<file path="src/rtl/sbr_pkg.sv">
package sbr_pkg;

  // default bundle width and fixed field widths
  localparam int unsigned MAX_STREAMS_DEF = 64;
  localparam int unsigned LEVEL_W         = 7;
  localparam int unsigned CFG_IDX_W       = 8;
  localparam int unsigned CFG_DATA_W      = 8;

  localparam logic [LEVEL_W-1:0] STREAM_COUNT_RESET = 7'd64;

  typedef enum logic [CFG_IDX_W-1:0] {
    CFG_MODE         = 8'd0,
    CFG_STREAM_COUNT = 8'd1
  } cfg_reg_e;

  typedef enum logic {
    MODE_ADD  = 1'b0,
    MODE_TANH = 1'b1
  } mode_e;

endpackage

</file>
<file path="src/rtl/sbr_if.sv">
interface sbr_bundle_if #(
  parameter int unsigned W = 64
);
  logic         valid;
  logic         ready;
  logic [W-1:0] bundle_bits;
  logic         last;

  modport source (output valid, bundle_bits, last, input ready);
  modport sink   (input valid, bundle_bits, last, output ready);
endinterface

interface sbr_result_if;
  logic       valid;
  logic       ready;
  logic       out_bit;
  logic [6:0] level;

  modport source (output valid, out_bit, level, input ready);
  modport sink   (input valid, out_bit, level, output ready);
endinterface

interface sbr_cfg_if;
  logic       valid;
  logic       ready;
  logic [7:0] index;
  logic [7:0] data;

  modport source (output valid, index, data, input ready);
  modport sink   (input valid, index, data, output ready);
endinterface

</file>
<file path="src/rtl/stochastic_bundle_reducer.sv">
// Stochastic bundle reducer: each bundle transfer carries the current bit of up to
// MAX_STREAMS stochastic streams and yields one result transfer with the output stream
// bit and the counter level after the update. Mode 0 adds the count of ones and emits
// a one each time the counter reaches N (scaled addition); mode 1 moves the counter by
// ones minus zeros, saturated to 0..2N-1, and emits a one above N-1 (stochastic tanh).
// Only the low N = stream_count bits count; zero is taken as 1 and values above
// MAX_STREAMS as MAX_STREAMS. The counter clears after a transfer marked last.
// Throughput is one transfer per clock while the result side accepts results; the
// masked popcount is registered first, then the counter update fills the result
// register. The popcount tree and the single counter update set the clock.
// Write registers only while no transfer is in flight.
module stochastic_bundle_reducer
  import sbr_pkg::*;
#(
  parameter int unsigned MAX_STREAMS = MAX_STREAMS_DEF
) (
  input  logic                 clk_i,
  input  logic                 rst_ni,
  sbr_cfg_if.sink              cfg_i,
  sbr_bundle_if.sink           bundle_i,
  sbr_result_if.source         result_o
);

  localparam int unsigned ONES_W = $clog2(MAX_STREAMS + 1);
  localparam int unsigned GROUPS = (MAX_STREAMS + 7) / 8;

  // configuration registers
  mode_e              mode_q;
  logic [LEVEL_W-1:0] stream_count_q;

  assign cfg_i.ready = 1'b1;

  always_ff @(posedge clk_i or negedge rst_ni) begin
    if (!rst_ni) begin
      mode_q         <= MODE_ADD;
      stream_count_q <= STREAM_COUNT_RESET;
    end else if (cfg_i.valid) begin
      case (cfg_i.index)
        CFG_MODE:         mode_q         <= mode_e'(cfg_i.data[0]);
        CFG_STREAM_COUNT: stream_count_q <= cfg_i.data[LEVEL_W-1:0];
        default:          ;
      endcase
    end
  end

  // effective stream count, clamped to 1..MAX_STREAMS
  logic [LEVEL_W-1:0] n_eff;
  always_comb begin
    if (stream_count_q == '0) begin
      n_eff = LEVEL_W'(1);
    end else if (stream_count_q > LEVEL_W'(MAX_STREAMS)) begin
      n_eff = LEVEL_W'(MAX_STREAMS);
    end else begin
      n_eff = stream_count_q;
    end
  end

  // pipeline handshake: stage 1 holds popcount, stage 2 is the result register
  logic s1_valid_q, out_valid_q;
  logic out_free, s1_adv, in_xfer;

  assign out_free       = !out_valid_q || result_o.ready;
  assign s1_adv         = s1_valid_q && out_free;
  assign bundle_i.ready = !s1_valid_q || out_free;
  assign in_xfer        = bundle_i.valid && bundle_i.ready;

  // masked popcount, summed per byte then across bytes
  logic [GROUPS*8-1:0] masked;
  logic [ONES_W-1:0]   ones_d;
  always_comb begin
    logic [3:0] grp;
    masked = '0;
    for (int i = 0; i < MAX_STREAMS; i++) begin
      masked[i] = bundle_i.bundle_bits[i] && (i < int'(n_eff));
    end
    ones_d = '0;
    for (int g = 0; g < GROUPS; g++) begin
      grp = '0;
      for (int b = 0; b < 8; b++) begin
        grp = grp + 4'(masked[g*8+b]);
      end
      ones_d = ones_d + ONES_W'(grp);
    end
  end

  logic [ONES_W-1:0] ones_q;
  logic              last_q;

  always_ff @(posedge clk_i or negedge rst_ni) begin
    if (!rst_ni) begin
      s1_valid_q <= 1'b0;
    end else if (bundle_i.ready) begin
      s1_valid_q <= bundle_i.valid;
    end
  end

  always_ff @(posedge clk_i) begin
    if (in_xfer) begin
      ones_q <= ones_d;
      last_q <= bundle_i.last;
    end
  end

  // counter update
  logic [LEVEL_W-1:0] acc_q, level_d;
  logic               bit_d;
  logic [LEVEL_W:0]   add_sum, add_sub;
  logic signed [9:0]  tanh_sum, tanh_top;

  always_comb begin
    add_sum  = {1'b0, acc_q} + (LEVEL_W+1)'(ones_q);
    add_sub  = add_sum - {1'b0, n_eff};
    tanh_sum = $signed({3'b000, acc_q}) + $signed(10'(ones_q) << 1)
             - $signed({3'b000, n_eff});
    tanh_top = $signed({2'b00, n_eff, 1'b0}) - 10'sd1;
    case (mode_q)
      MODE_ADD: begin
        bit_d = (add_sum >= {1'b0, n_eff});
        if (bit_d) begin
          level_d = add_sub[LEVEL_W] ? '1 : add_sub[LEVEL_W-1:0];
        end else begin
          level_d = add_sum[LEVEL_W] ? '1 : add_sum[LEVEL_W-1:0];
        end
      end
      MODE_TANH: begin
        if (tanh_sum > tanh_top) begin
          level_d = tanh_top[LEVEL_W-1:0];
        end else if (tanh_sum < 10'sd0) begin
          level_d = '0;
        end else begin
          level_d = tanh_sum[LEVEL_W-1:0];
        end
        bit_d = (level_d >= n_eff);
      end
      default: begin
        bit_d   = 1'b0;
        level_d = acc_q;
      end
    endcase
  end

  logic               out_bit_q;
  logic [LEVEL_W-1:0] level_q;

  always_ff @(posedge clk_i or negedge rst_ni) begin
    if (!rst_ni) begin
      out_valid_q <= 1'b0;
      acc_q       <= '0;
    end else begin
      if (out_free) begin
        out_valid_q <= s1_valid_q;
      end
      if (s1_adv) begin
        // clear after the end of the streams
        acc_q <= last_q ? '0 : level_d;
      end
    end
  end

  always_ff @(posedge clk_i) begin
    if (s1_adv) begin
      out_bit_q <= bit_d;
      level_q   <= level_d;
    end
  end

  assign result_o.valid   = out_valid_q;
  assign result_o.out_bit = out_bit_q;
  assign result_o.level   = level_q;

  // counter is cleared once a last transfer has been reduced
  assert property (@(posedge clk_i) disable iff (!rst_ni)
    (s1_adv && last_q) |=> (acc_q == '0))
    else $error("counter not cleared after last transfer");

  // tanh mode keeps the counter within 0..2N-1
  assert property (@(posedge clk_i) disable iff (!rst_ni)
    (s1_adv && mode_q == MODE_TANH) |-> ({1'b0, level_d} < {n_eff, 1'b0}))
    else $error("tanh counter out of range");

  // a stalled stage 1 item never blocks the bundle side unless the result side is full
  assert property (@(posedge clk_i) disable iff (!rst_ni)
    (!bundle_i.ready) |-> (s1_valid_q && out_valid_q && !result_o.ready))
    else $error("bundle side stalled without back pressure");

  // a held result keeps its level while stalled
  assert property (@(posedge clk_i) disable iff (!rst_ni)
    (out_valid_q && !result_o.ready) |=> (out_valid_q && $stable(level_q)))
    else $error("result changed under stall");

endmodule
</file>
<file path="src/flat_wrapper.sv">
// flat-port wrapper written by rule: the top's interface ports become plain ports
module stochastic_bundle_reducer_flat import sbr_pkg::*;
#(
  parameter int unsigned MAX_STREAMS = MAX_STREAMS_DEF
)
  (clk_i, rst_ni, cfg_i_valid, cfg_i_index, cfg_i_data, cfg_i_ready, bundle_i_valid, bundle_i_bundle_bits, bundle_i_last, bundle_i_ready, result_o_valid, result_o_out_bit, result_o_level, result_o_ready);
  sbr_cfg_if cfg_i_i ();
  sbr_bundle_if bundle_i_i ();
  sbr_result_if result_o_i ();
  input  logic clk_i;
  input  logic rst_ni;
  input wire logic [$bits(cfg_i_i.valid)-1:0] cfg_i_valid;
  input wire logic [$bits(cfg_i_i.index)-1:0] cfg_i_index;
  input wire logic [$bits(cfg_i_i.data)-1:0] cfg_i_data;
  output wire logic [$bits(cfg_i_i.ready)-1:0] cfg_i_ready;
  input wire logic [$bits(bundle_i_i.valid)-1:0] bundle_i_valid;
  input wire logic [$bits(bundle_i_i.bundle_bits)-1:0] bundle_i_bundle_bits;
  input wire logic [$bits(bundle_i_i.last)-1:0] bundle_i_last;
  output wire logic [$bits(bundle_i_i.ready)-1:0] bundle_i_ready;
  output wire logic [$bits(result_o_i.valid)-1:0] result_o_valid;
  output wire logic [$bits(result_o_i.out_bit)-1:0] result_o_out_bit;
  output wire logic [$bits(result_o_i.level)-1:0] result_o_level;
  input wire logic [$bits(result_o_i.ready)-1:0] result_o_ready;
  assign cfg_i_i.valid = cfg_i_valid;
  assign cfg_i_i.index = cfg_i_index;
  assign cfg_i_i.data = cfg_i_data;
  assign cfg_i_ready = cfg_i_i.ready;
  assign bundle_i_i.valid = bundle_i_valid;
  assign bundle_i_i.bundle_bits = bundle_i_bundle_bits;
  assign bundle_i_i.last = bundle_i_last;
  assign bundle_i_ready = bundle_i_i.ready;
  assign result_o_valid = result_o_i.valid;
  assign result_o_out_bit = result_o_i.out_bit;
  assign result_o_level = result_o_i.level;
  assign result_o_i.ready = result_o_ready;
  stochastic_bundle_reducer #(.MAX_STREAMS(MAX_STREAMS)) u_core (.clk_i(clk_i), .rst_ni(rst_ni), .cfg_i(cfg_i_i), .bundle_i(bundle_i_i), .result_o(result_o_i));
endmodule
</file>
<file path="config.mk">
export PLATFORM = sky130hd
export DESIGN_NAME = stochastic_bundle_reducer_flat
export DESIGN_NICKNAME = d
export VERILOG_FILES = /design/src/rtl/sbr_pkg.sv /design/src/rtl/sbr_if.sv /design/src/rtl/stochastic_bundle_reducer.sv /design/src/flat_wrapper.sv
export SDC_FILE = /design/constraint.sdc
export NUM_CORES = 1
export LEC_CHECK = 0
export ABC_AREA = 1
export ABC_CLOCK_PERIOD_IN_PS = 20100
export BUFFER_PORTS_ARGS = -buffer_cell sky130_fd_sc_hd__buf_2
export CAP_MARGIN = 20
export CORE_ASPECT_RATIO = 0.9
export CORE_MARGIN = 2
export CORE_UTILIZATION = 55
export CTS_BUF_LIST = sky130_fd_sc_hd__clkbuf_2 sky130_fd_sc_hd__clkbuf_4 sky130_fd_sc_hd__clkbuf_8
export DETAILED_ROUTE_END_ITERATION = 8
export PLACE_DENSITY = 0.76
export REMOVE_ABC_BUFFERS = 1
export SLEW_MARGIN = 20
export SYNTH_ARGS = -nofsm -noshare
export SYNTH_HDL_FRONTEND = slang
export SYNTH_SLANG_ARGS = --single-unit
</file>
<file path="constraint.sdc">
create_clock -name clk_i -period 20.1 [get_ports clk_i]
set_input_delay 1.005 -clock clk_i [delete_from_list [all_inputs] [get_ports clk_i]]
set_output_delay 1.005 -clock clk_i [all_outputs]
set_load 0.05 [all_outputs]
</file>
# == After elaboration in Yosys (flattened, before gate mapping) ==
# Index checks and enable logic that the tools add are counted.
# op_classes
addsub,68
mux,11
bitwise_logic,1
eq_ne,1
reduce_logical,74
magnitude_cmp,69
# ops
cell,n
$lt 6x7->1 const A,32
$add 4x1->4,48
$lt 5x7->1 const A,16
$logic_and 1x1->1,66
$mux 7,9
$lt 4x7->1 const A,8
$add 7x4->7,6
$lt 3x7->1 const A,4
$add 1x1->2,8
$lt 1x7->1 const A,2
$lt 2x7->1 const A,2
$pmux 7 s2,1
$gt 10x10->1,1
$lt 10x1->1 const B,1
$sub 10x8->10,1
$add 7x8->9,1
$sub 8x1->9 const B,1
$add 7x7->8,1
$eq 8x1->1 const B,1
$ge 8x7->1,1
$logic_not 8->1,1
$sub 8x7->8,1
$ge 7x7->1,1
$gt 7x7->1 const B,1
7 further kinds,10
# totals
elab_cells,233
reg_bits,33

# == Logic depth before layout (Yosys ltp) ==
# Gate-level depths: netlist (run 1).
# logic_depth
depth_word,19
ltp_mapped,37

# == Worst setup path after synthesis (run 1) ==
# No wires, ideal clock.
# synth_path
path_type,register to register
startpoint,reg u_core.stream_count_q[6]
endpoint,"reg u_core.ones_q[6], data pin"
t_arrival_ps,7702
period_less_slack_ps,7959
slack_ps,12141
required_time_ps,19842
path_stages_with_launch,36
path_cell_list,dfstp_2 -> buf_6 -> inv_6 -> nand2_1 -> nand2_1 -> nor2_1 -> inv_1 -> buf_2 -> nand2_1 -> a21oi_1 -> ha_1 -> inv_1 -> fa_1 -> fa_1 -> fa_1 -> fa_1 -> xnor2_1 -> ha_1 -> a21oi_1 -> nand2_1 -> xor2_1 -> fa_1 -> inv_1 -> fa_1 -> inv_1 -> fa_1 -> inv_1 -> fa_1 -> inv_1 -> ha_1 -> a21oi_1 -> inv_1 -> a31oi_1 -> o21ai_0 -> a21oi_1 -> xnor2_1
# synth_between
elab_chain_len,19
word_cells_on_any_way,195
# synth_rtl
item,line,rtl
"start, declared",stochastic_bundle_reducer.sv:29,logic [LEVEL_W-1:0] stream_count_q;
"start signal, assigned",stochastic_bundle_reducer.sv:40,CFG_STREAM_COUNT: stream_count_q <= cfg_i.data[LEVEL_W-1:0];
$gt 7x7->1,stochastic_bundle_reducer.sv:51,end else if (stream_count_q > LEVEL_W'(MAX_STREAMS)) begin
$mux 7,stochastic_bundle_reducer.sv:51,
$mux 7 (*),stochastic_bundle_reducer.sv:49,if (stream_count_q == '0) begin
$lt 1x7->1 / $lt 4x7->1 (equally long branches),stochastic_bundle_reducer.sv:74,masked[i] = bundle_i.bundle_bits[i] && (i < int'(n_eff));
$logic_and 1x1->1,stochastic_bundle_reducer.sv:74,
$add 1x1->2,stochastic_bundle_reducer.sv:80,grp = grp + 4'(masked[g*8+b]);
$add 4x1->4 (6 in a row),stochastic_bundle_reducer.sv:80,
$add 4x4->5,stochastic_bundle_reducer.sv:82,ones_d = ones_d + ONES_W'(grp);
$add 7x4->7 (5 in a row),stochastic_bundle_reducer.sv:82,
$add 7x4->7 (*),stochastic_bundle_reducer.sv:82,
via u_core.ones_d[6],stochastic_bundle_reducer.sv:69,logic [ONES_W-1:0] ones_d;
"end signal, assigned",stochastic_bundle_reducer.sv:99,ones_q <= ones_d;
"end, declared",stochastic_bundle_reducer.sv:86,logic [ONES_W-1:0] ones_q;
# The timed path passes the listed nets; every way through them passes the cells marked *.
# A chain may end at the register's enable or synchronous reset.

# == Worst setup path after layout (run 1) ==
# Ends and elaborated chain as after synthesis.

==> results of run 1 <==
==> cell usage after synthesis (all sizes together) (5+ instances only) <==
cell / instances / area [sq um]
o211ai: 29 / 218
nand3: 48 / 273
o21ai: 24 / 124
a31oi: 6 / 37.5
nand2: 176 / 696
xnor2: 12 / 105
and2: 12 / 75.1
nand4: 18 / 113
dfrtp: 16 / 400
fa: 55 / 1100
nor2: 48 / 216
inv: 168 / 636
edfxtp: 16 / 480
a21boi: 5 / 37.5
buf: 5 / 38.8
xor2: 19 / 166
a21oi: 55 / 290
ha: 82 / 1030
==> final cells by class <==
cell class / count / share of cell area [%]
Timing Repair Buffer: 94 / 6.83
Multi-Input combinational cell: 604 / 66.4
Tap cell: 152 / 2.76
Inverter: 168 / 9.22
Clock inverter: 2 / 0.490
Clock buffer: 6 / 1.11
Sequential cell: 33 / 13.2
==> final timing paths <==
kind | from | end | cells past startpoint
worst max-delay path | u_core.stream_count_q[6] | u_core.ones_q[6] | 31
worst min-delay path | u_core.acc_q[0] | u_core.acc_q[0] | 2
worst max register to register | u_core.stream_count_q[6] | u_core.ones_q[6] | 31
worst min register to register | u_core.acc_q[0] | u_core.acc_q[0] | 2
max in group asynchronous | rst_ni | u_core.stream_count_q[6] | 1
min in group asynchronous | rst_ni | u_core.stream_count_q[1] | 1
==> logic make-up after synthesis <==
| logic type | count (synthesis) | synth area share (%) |
|---|---|---|
| buf+inv | 177 | 11.2 |
| flops | 33 | 14.7 |
| fa+ha+maj | 137 | 34.5 |
| xor+xnor | 31 | 4.40 |
| compound gates | 125 | 12.3 |
| simple gates | 308 | 22.9 |
| other cells | 1 | 0.0608 |
==> routing by layer <==
layer | wire length (um) | track usage (%) | vias to the layer above
li1 | - | - | 2821
met1 | 7190 | 38.8 | 2586
met2 | 6760 | 41.6 | 187
met3 | 1140 | 4.55 | 30
met4 | 360 | 7.48 | 0
met5 | 0 | 0 | -
==> worst register-to-register path, delay by kind of cell, from the launching register on <==
kind	cells	cell delay, ns
compound gates	6	0.91
simple gates	5	1.53
xor+xnor	3	0.40
fa+ha+maj	11	5.03
buf+inv	6	0.31
flops	1	0.75
==> registers in the layout (all words and copies together), names as in the netlist, 7 cells and up <==
name                   flops
u_core.ones_q              7
u_core.acc_q               7
u_core.stream_count_q      7
u_core.result_o.level      7
==> stage by stage <==
| stage | worst slack [ns] | area (sq um) | hold WS [ns] | util, % | instances |
|---|---|---|---|---|---|
| final | 10.93 | 6890 | 0.525 | 63.2 | 1059 |
| after global routing | 10.42 | 6890 | 0.565 | 63.2 | 1059 |
| after CTS | 10.99 | 6890 | 0.523 | 63.2 | 1059 |
| after detailed placement | 11.02 | 6780 | 0.503 | 62.2 | 1051 |
| after global placement | 11.11 | 6780 | 0.506 | 62.2 | 1051 |
| after floorplan | 12.08 | 6120 | 0.475 | - | 805 |
==> results.yml, run 1 <==
run_status:
  run_status: "completed"
synthesis:
  avgSynthCellArea_sq_um: 7.60
  synthArstFlopShare_pct: 51.5
  synth_cell_types: 43
  yosysWarnings: 0
  ys.flop_type: "edfxtp_1"
  synth-seq-area-share_pct: 14.7
  synth_area_sq_um: 6170
  netlist_instances: 812
  ys_ff_latch: 33
  synth_edf_count: 16
sta:
  clock_skew_ns: 0.0147
  grt_setup_unrepaired: "no"
  timing.final.max_slew_violations: 0
  finalSetupTns_ns: 0
  min_period_ns: 9.17
  finalSetupViolCount: 0
  relSlewSlack_pct: 34.8
  final_hold_viol_count: 0
  period_share_pct: 45.6
  worst_slew_pin_slew_ns: 0.975
  fmax_mhz: 109
critical_path:
  max_stage_delay_ns: 0.77
  arrival_ns: 9.22
  crit_fanout: 11
  cpMostUsedCell: "fa_1"
  critPathRequiredTime_ns: 20.14
  crit_slowest_cell: "nor2_1"
  critPathKind: "reg2reg"
  critPathLaunchType: "flip-flop"
  worst-path-buf-inv: 6
  path_delay_family: "adder cells"
  r2r_slack_ns: 10.93
  endpoint_kind: "flip-flop"
die:
  start_util_pct: 56.6
  die_h_um: 104
  io_pins: 97
  core-area_sq_um: 10900
  die_area_sq_um: 12100
  die_x_um: 116
  placementRows: 36
clock_tree:
  h-tree-depth: 2
  clock_sinks: 33
  clk_latency_ns: 0.30
  clkTransAtPathRegs_ns: 0.08
  root_buffer: "clkbuf_8"
  ctsHoldBuffers: 0
  cts_tree: "done"
  cts_buffer_depth: 2
  cts_made_buffers: 5
  cts_setup_buffers: 0
  cts_resized: 0
routing:
  num_vias: 5624
  ant_nets: 0
  drt_wl_total_um: 15500
  drc: 0
  firstDrtPassIters: 5
  viasPerCell: 5.31
  drt-initial-drc-count: 347
  wl_per_cell_um: 14.6
final_layout:
  seqCellArea_sq_um: 907
  area_growth_pct: 11.7
  n_fill_cell: 1014
  multi_input_area_sq_um: 4580
  nNetsFinal: 1129
  antennaDiodeCount: 0
  final_common_cell: "nand2_1"
  drive_gt1_share_pct: 14.7
  layout_common_cells: "170 x nand2_1, 162 x inv_1, 94 x buf_2"
grt:
  grt_pass1_vias: 5546
  grt_overflow: 0
  grt_max_degree: 18
  antenna_found_initial: 0
  track_usage_pct: 26.9
  grt_pass1_wl_um: 25600
place:
  place_congestion: 0.970
  io_buffer_count: 94
  dpl.hpwl_um: 13100
job:
  max-cap-violations: 0
worst_hold_path:
  hp-class: "reg2reg"
Power of run 1 is not shown: default switching activity piles up to over one toggle a cycle in this logic, so the estimate is an artifact.
==> run 2: changes to the inputs <==
--- a/config.mk
+++ b/config.mk
@@ -5,8 +5,8 @@
 export SDC_FILE = /design/constraint.sdc
 export NUM_CORES = 1
 export LEC_CHECK = 0
-export ABC_AREA = 1
-export ABC_CLOCK_PERIOD_IN_PS = 20100
+export ABC_AREA = 0
+export ABC_CLOCK_PERIOD_IN_PS = 8650
 export BUFFER_PORTS_ARGS = -buffer_cell sky130_fd_sc_hd__buf_2
 export CAP_MARGIN = 20
 export CORE_ASPECT_RATIO = 0.9
==> constraint.sdc (replaced) <==
create_clock -name clk_i -period 8.65 [get_ports clk_i]
set_input_delay 0.4325 -clock clk_i [delete_from_list [all_inputs] [get_ports clk_i]]
set_output_delay 0.4325 -clock clk_i [all_outputs]
set_load 0.05 [all_outputs]
==> run 2 against run 1 <==
  * Worst setup slack lost 11 ns
  * Final cell count shrank 13%
  * Critical path type unchanged
  * Synthesized area is 1.3% lower
  * Critical endpoint unchanged
==> results.yml, run 2 <==
place:
  placed_area_sq_um: 6770
  io_buffer_count: 94
  numPlacedInstances: 916
  place_congestion: 0.976
  dpl.hpwl_um: 14100
grt:
  antenna_found_initial: 0
  grt_max_degree: 31
  grt_pass1_vias: 5511
  track_usage_pct: 29.1
  grt_overflow: 0
  grtUsageMet1_pct: 43.0
  use_met3_pct: 5.91
  top_usage_layer: "met2"
  grt_pass1_wl_um: 27000
  grt_use_met2_pct: 44.7
critical_path:
  critPathKind: "reg2reg"
  critPathLaunchType: "flip-flop"
  crit_fanout: 8
  cpMostUsedCell: "fa_1"
  crit_slowest_cell: "dfstp_2"
  max_stage_delay_ns: 0.61
  r2r-start: "u_core.stream_count_q[6]"
  r2r-end: "u_core.ones_q[6]"
  r2r_slack_ns: 0.33
  ff2ff_path_depth: 29
  arrival_ns: 8.37
  endpoint_kind: "flip-flop"
  critPathRequiredTime_ns: 8.70
synthesis:
  synthArstFlopShare_pct: 51.5
  synth_top_area_cell: "fa_1"
  synth_area_sq_um: 6090
  synth_cell_types: 62
  synth_edf_count: 16
  synth_top_area_share_pct: 18.1
  ys.flop_type: "edfxtp_1"
  post-synth-top-count-cell: "inv_1"
  synth_area_leaders: "fa_1 18%, ha_1 17%, edfxtp_1 7.9%, dfrtp_1 6.6%, inv_1 5.8%"
  ys_ff_latch: 33
  netlist_instances: 692
  yosysWarnings: 0
  synthTopCellsByCount: "94 x inv_1, 82 x ha_1, 55 x fa_1, 51 x o21ai_0, 43 x nand2_1"
  synth-seq-area-share_pct: 14.9
  avgSynthCellArea_sq_um: 8.80
clock_tree:
  clock_sinks: 33
  cts_resized: 0
  cts_made_buffers: 5
  clkTransAtPathRegs_ns: 0.08
  root_buffer: "clkbuf_8"
  clk_latency_ns: 0.30
  h-tree-depth: 2
  cts_setup_buffers: 0
  cts_tree: "done"
  ctsHoldBuffers: 0
  cts_buffer_depth: 2
pwr:
  power_switching_w: 0.00151
  powerDensity_nw_per_um2: 412
  leakage_nw: 3.38
  internal_power_w: 0.00132
  vdd_drop_max_v: 0.000205
  p_sw_share_pct: 53.3
  p_comb_share_pct: 84.0
  p_seq_share_pct: 10.5
  p_clk_share_pct: 5.4
sta:
  min_period_ns: 8.32
  worst_slew_pin_slew_ns: 0.834
  period_share_pct: 96.2
  final_hold_viol_count: 0
  finalSetupViolCount: 0
  timing.final.max_slew_violations: 0
  finalSetupTns_ns: 0
  clock_skew_ns: 0.00635
  fmax_mhz: 120
  relSlewSlack_pct: 43.9
final_layout:
  fin_util_pct: 63.7
  layout_common_cells: "94 x inv_1, 94 x buf_2, 82 x ha_1"
  nNetsFinal: 1013
  antennaDiodeCount: 0
  drive_gt1_share_pct: 18.1
  area_growth_pct: 13.2
  finalNonFillerCells: 924
  design_area_sq_um: 6890
run_status:
  run_status: "completed"
routing:
  drt_wl_total_um: 16700
  wl_per_cell_um: 18.1
  drc: 0
  drt-initial-drc-count: 362
  ant_nets: 0
  num_vias: 5434
  firstDrtPassIters: 4
  viasPerCell: 5.88
die:
  placementRows: 36
  die_area_sq_um: 11900
  die_x_um: 115
  core-area_sq_um: 10800
  die_h_um: 104
  start_util_pct: 56.3
  io_pins: 97
worst_hold_path:
  hp-class: "in2async"
job:
  max-cap-violations: 0
## run 2: cell types whose count changed after synthesis, moves of 29 or more
cell / before / now
nand3_1: 43 / 7
nand2_1: 170 / 43
inv_1: 162 / 94
o21ai_0: 22 / 51
## run 2: worst max-delay path by stage
stage	slack [ns]	start	cells past startpoint	to
after floorplan	0.21	u_core.stream_count_q[3]	28	u_core.ones_q[6]
after global placement	0.40	u_core.stream_count_q[6]	28	u_core.ones_q[6]
after detailed placement	0.22	u_core.stream_count_q[6]	28	u_core.ones_q[6]
after CTS	0.22	u_core.stream_count_q[6]	28	u_core.ones_q[6]
after global routing	-0.005	u_core.stream_count_q[6]	28	u_core.ones_q[6]
final	0.33	u_core.stream_count_q[6]	29	u_core.ones_q[6]
## run 2: logic make-up (layout without fill, tap and decap cells)
kind of cell | Yosys count | count (layout) | synth area share, %
compound gates | 199 | 199 | 22.1
simple gates | 157 | 157 | 13.1
fa+ha+maj | 137 | 137 | 34.9
buf+inv | 117 | 214 | 7.40
xor+xnor | 38 | 38 | 5.47
flops | 33 | 33 | 14.9
mux | 10 | 10 | 2.01
other cells | 1 | 3 | 0.0616
## run 2: metal layers
metal | part of all wire, % | up-vias
met4 | 1.4 | 0
met2 | 44 | 219
met3 | 8.2 | 23
met1 | 46 | 2604
li1 | - | 2588
met5 | 0 | -
## run 2: cell type report
class / instances / area (sq um)
tap: 133 / 166
fill: 953 / 3920
inverter: 95 / 357
timing repair buffer: 111 / 598
sequential: 33 / 907
multi-input combinational: 544 / 4750
clock inverter: 3 / 46.3
clock buffer: 5 / 68.8
## run 2: through the flow
stage                     setup WS [ns]  hold WS [ns]  power [W]
final                             0.332        0.0717    0.00284
after global routing           -0.00476        0.0903    0.00314
after CTS                         0.217        0.0780    0.00281
after detailed placement          0.221         0.403    0.00263
after global placement            0.400         0.394    0.00257
after floorplan                   0.213         0.137    0.00206
## run 2: power groups by stage
stage               clock [W]  sequential [W]  combinational (W)
floorplan                   0        0.000369            0.00170
global placement            0        0.000301            0.00227
detailed placement          0        0.000302            0.00233
CTS                  0.000157        0.000299            0.00235
global route         0.000165        0.000305            0.00267
finish               0.000154        0.000299            0.00239
## run 2: worst max-delay path: cells and delay by family (launching register included)
family / cells / cell delay, ns
xor gates and xnor gates: 2 / 0.25
DFF: 1 / 0.61
buffers and inverters: 8 / 0.82
adders and majority gates: 10 / 4.77
and+or+nand+nor: 1 / 0.19
AOI/OAI and AO/OA: 8 / 1.43
(Power assumes the default switching activity.)
==> run 3: changes to the inputs <==
--- a/config.mk
+++ b/config.mk
@@ -7,14 +7,14 @@
 export LEC_CHECK = 0
 export ABC_AREA = 0
 export ABC_CLOCK_PERIOD_IN_PS = 8650
-export BUFFER_PORTS_ARGS = -buffer_cell sky130_fd_sc_hd__buf_2
 export CAP_MARGIN = 20
 export CORE_ASPECT_RATIO = 0.9
 export CORE_MARGIN = 2
 export CORE_UTILIZATION = 55
 export CTS_BUF_LIST = sky130_fd_sc_hd__clkbuf_2 sky130_fd_sc_hd__clkbuf_4 sky130_fd_sc_hd__clkbuf_8
 export DETAILED_ROUTE_END_ITERATION = 8
-export PLACE_DENSITY = 0.76
+export DONT_BUFFER_PORTS = 1
+export PLACE_DENSITY = 0.68
 export REMOVE_ABC_BUFFERS = 1
 export SLEW_MARGIN = 20
 export SYNTH_ARGS = -nofsm -noshare
==> run 3 against run 2 <==
  * Clock skew is 0.0085 ns higher
  * Sequential power is 25% higher
  * Final cell count is 10% lower
  * Critical path type unchanged
  * Combinational power is 4% lower
  * Core utilization is 4.3 points lower
  * Clock power is 4% higher
  * Via count is 7.7% lower
  * Die area stayed put
  * Critical endpoint unchanged
  * Total power is 0.62% lower
  * Critical path depth is 3 lower
  * Highest routed layer is now met5
  * Largest power group unchanged
==> results.yml, run 3 (synthesized netlist as in run 2, its figures left out) <==
sta:
  grt_setup_unrepaired: "no"
  finalSetupTns_ns: 0
  final_hold_viol_count: 0
  period_share_pct: 94.3
  fin_ws_ns: 0.491
  worst_slew_pin_slew_ns: 0.884
  clock_skew_ns: 0.0149
  timing.final.max_slew_violations: 0
  fmax_mhz: 123
  min_period_ns: 8.16
  relSlewSlack_pct: 40.8
  finalSetupViolCount: 0
pwr:
  p_clk_share_pct: 5.7
  vdd_drop_max_v: 0.000196
  p_seq_share_pct: 13.2
  leakage_nw: 3.01
  p_sw_share_pct: 53.6
  internal_power_w: 0.00131
  power_switching_w: 0.00151
  p_comb_share_pct: 81.1
  powerDensity_nw_per_um2: 439
job:
  max-cap-violations: 0
routing:
  firstDrtPassIters: 5
  wl_per_cell_um: 19.7
  drt_wl_total_um: 16400
  drt-initial-drc-count: 350
  num_vias: 5015
  dr_wl_met2_um: 7080
  top_layer_used: "met5"
  met3_length_um: 1550
  viasPerCell: 6.03
  ant_nets: 0
  wl_met1_um: 7500
  drc: 0
critical_path:
  max_stage_delay_ns: 0.60
  crit_slowest_cell: "or4_4"
  cpMostUsedCell: "fa_1"
  arrival_ns: 8.22
  crit_fanout: 12
  critPathRequiredTime_ns: 8.72
  endpoint_kind: "flip-flop"
  worst-path-buf-inv: 5
  path_delay_family: "adder cells"
  critPathLaunchType: "flip-flop"
  critPathKind: "reg2reg"
clock_tree:
  h-tree-depth: 2
  cts_buffer_depth: 2
  clock_sinks: 33
  cts_tree: "done"
  cts_made_buffers: 5
  clkTransAtPathRegs_ns: 0.08
  root_buffer: "clkbuf_8"
  clk_latency_ns: 0.30
final_layout:
  layout_common_cells: "94 x inv_1, 82 x ha_1, 55 x fa_1"
  drive_gt1_share_pct: 6.74
  final_common_cell: "inv_1"
  nNetsFinal: 919
  design_area_sq_um: 6430
  area_growth_pct: 5.63
grt:
  grt_max_degree: 31
  grt_pass1_vias: 4950
  track_usage_pct: 28.1
  grt_pass1_wl_um: 25800
  antenna_found_initial: 3
  grt_overflow: 0
die:
  io_pins: 97
  core-area_sq_um: 10800
  start_util_pct: 56.3
  die_h_um: 104
  placementRows: 36
  die_x_um: 115
  die_area_sq_um: 11900
place:
  dpl.hpwl_um: 13700
  placed_area_sq_um: 6290
  place_congestion: 0.982
  pre_cts_slack_ns: 0.239
  io_buffer_count: 0
run_status:
  run_status: "completed"
worst_hold_path:
  hp-class: "in2reg"
run 3: power groups by stage:
| stage | sequential (W) | clock, W | combinational, W |
|---|---|---|---|
| global placement | 0.000376 | 0 | 0.00217 |
| finish | 0.000374 | 0.000160 | 0.00229 |
| global route | 0.000380 | 0.000169 | 0.00257 |
| CTS | 0.000374 | 0.000161 | 0.00225 |
| detailed placement | 0.000377 | 0 | 0.00223 |
| floorplan | 0.000369 | 0 | 0.00170 |
run 3: what timing repair did:
item,CTS,global route
setup buffers,0,0
hold buffers,1,0
endpoints found under the setup margin,0,2
resized for setup,0,2
endpoints found under the hold margin,17,0
run 3: cell type report:
class | instances | area [sq um]
repair buffers | 17 | 130
clock inverters | 1 | 30.0
fillers | 961 | 4380
diodes | 2 | 5.00
flip-flops and latches | 33 | 907
well taps | 133 | 166
clock buffers | 7 | 90.1
inverters | 95 | 357
multi-input cells | 544 | 4740
run 3: through the flow:
step           total power (W)  std cells  hold WS (ns)  utilization, %
2_1_floorplan          0.00206        672         0.137               -
3_3_place_gp           0.00254        821         0.138            58.2
3_5_place_dp           0.00260        821         0.138            58.2
4_1_cts                0.00278        830         0.229            59.4
5_1_grt                0.00311        831         0.214            59.5
6_report               0.00282        832         0.234            59.5
run 3: worst paths after layout:
path / startpoint / endpoint / slack [ns] / cells past startpoint
max: u_core.stream_count_q[3] / u_core.ones_q[6] / 0.49 / 26
min: bundle_i_last / u_core.last_q / 0.23 / 0
max reg2reg: u_core.stream_count_q[3] / u_core.ones_q[6] / 0.49 / 26
min reg2reg: u_core.s1_valid_q / u_core.result_o.valid / 0.50 / 1
max in group asynchronous: rst_ni / u_core.stream_count_q[4] / 7.40 / 1
min in group asynchronous: rst_ni / u_core.stream_count_q[5] / 0.69 / 1
run 3: worst register-to-register path, delay by kind of cell, from the launching register on:
kind	cells	cell delay, ns
adder cells (fa/ha/maj)	10	4.85
flip-flops	1	0.39
buffers and inverters	5	0.37
AND/OR/NAND/NOR	2	0.77
XOR/XNOR	2	0.40
AO/OA/AOI/OAI	7	1.14
run 3: routing by layer:
layer  vias up  track usage (%)
li1       2404                -
met1      2393             41.3
met2       190             39.4
met3        26             10.1
met4         2             6.45
met5         -                0
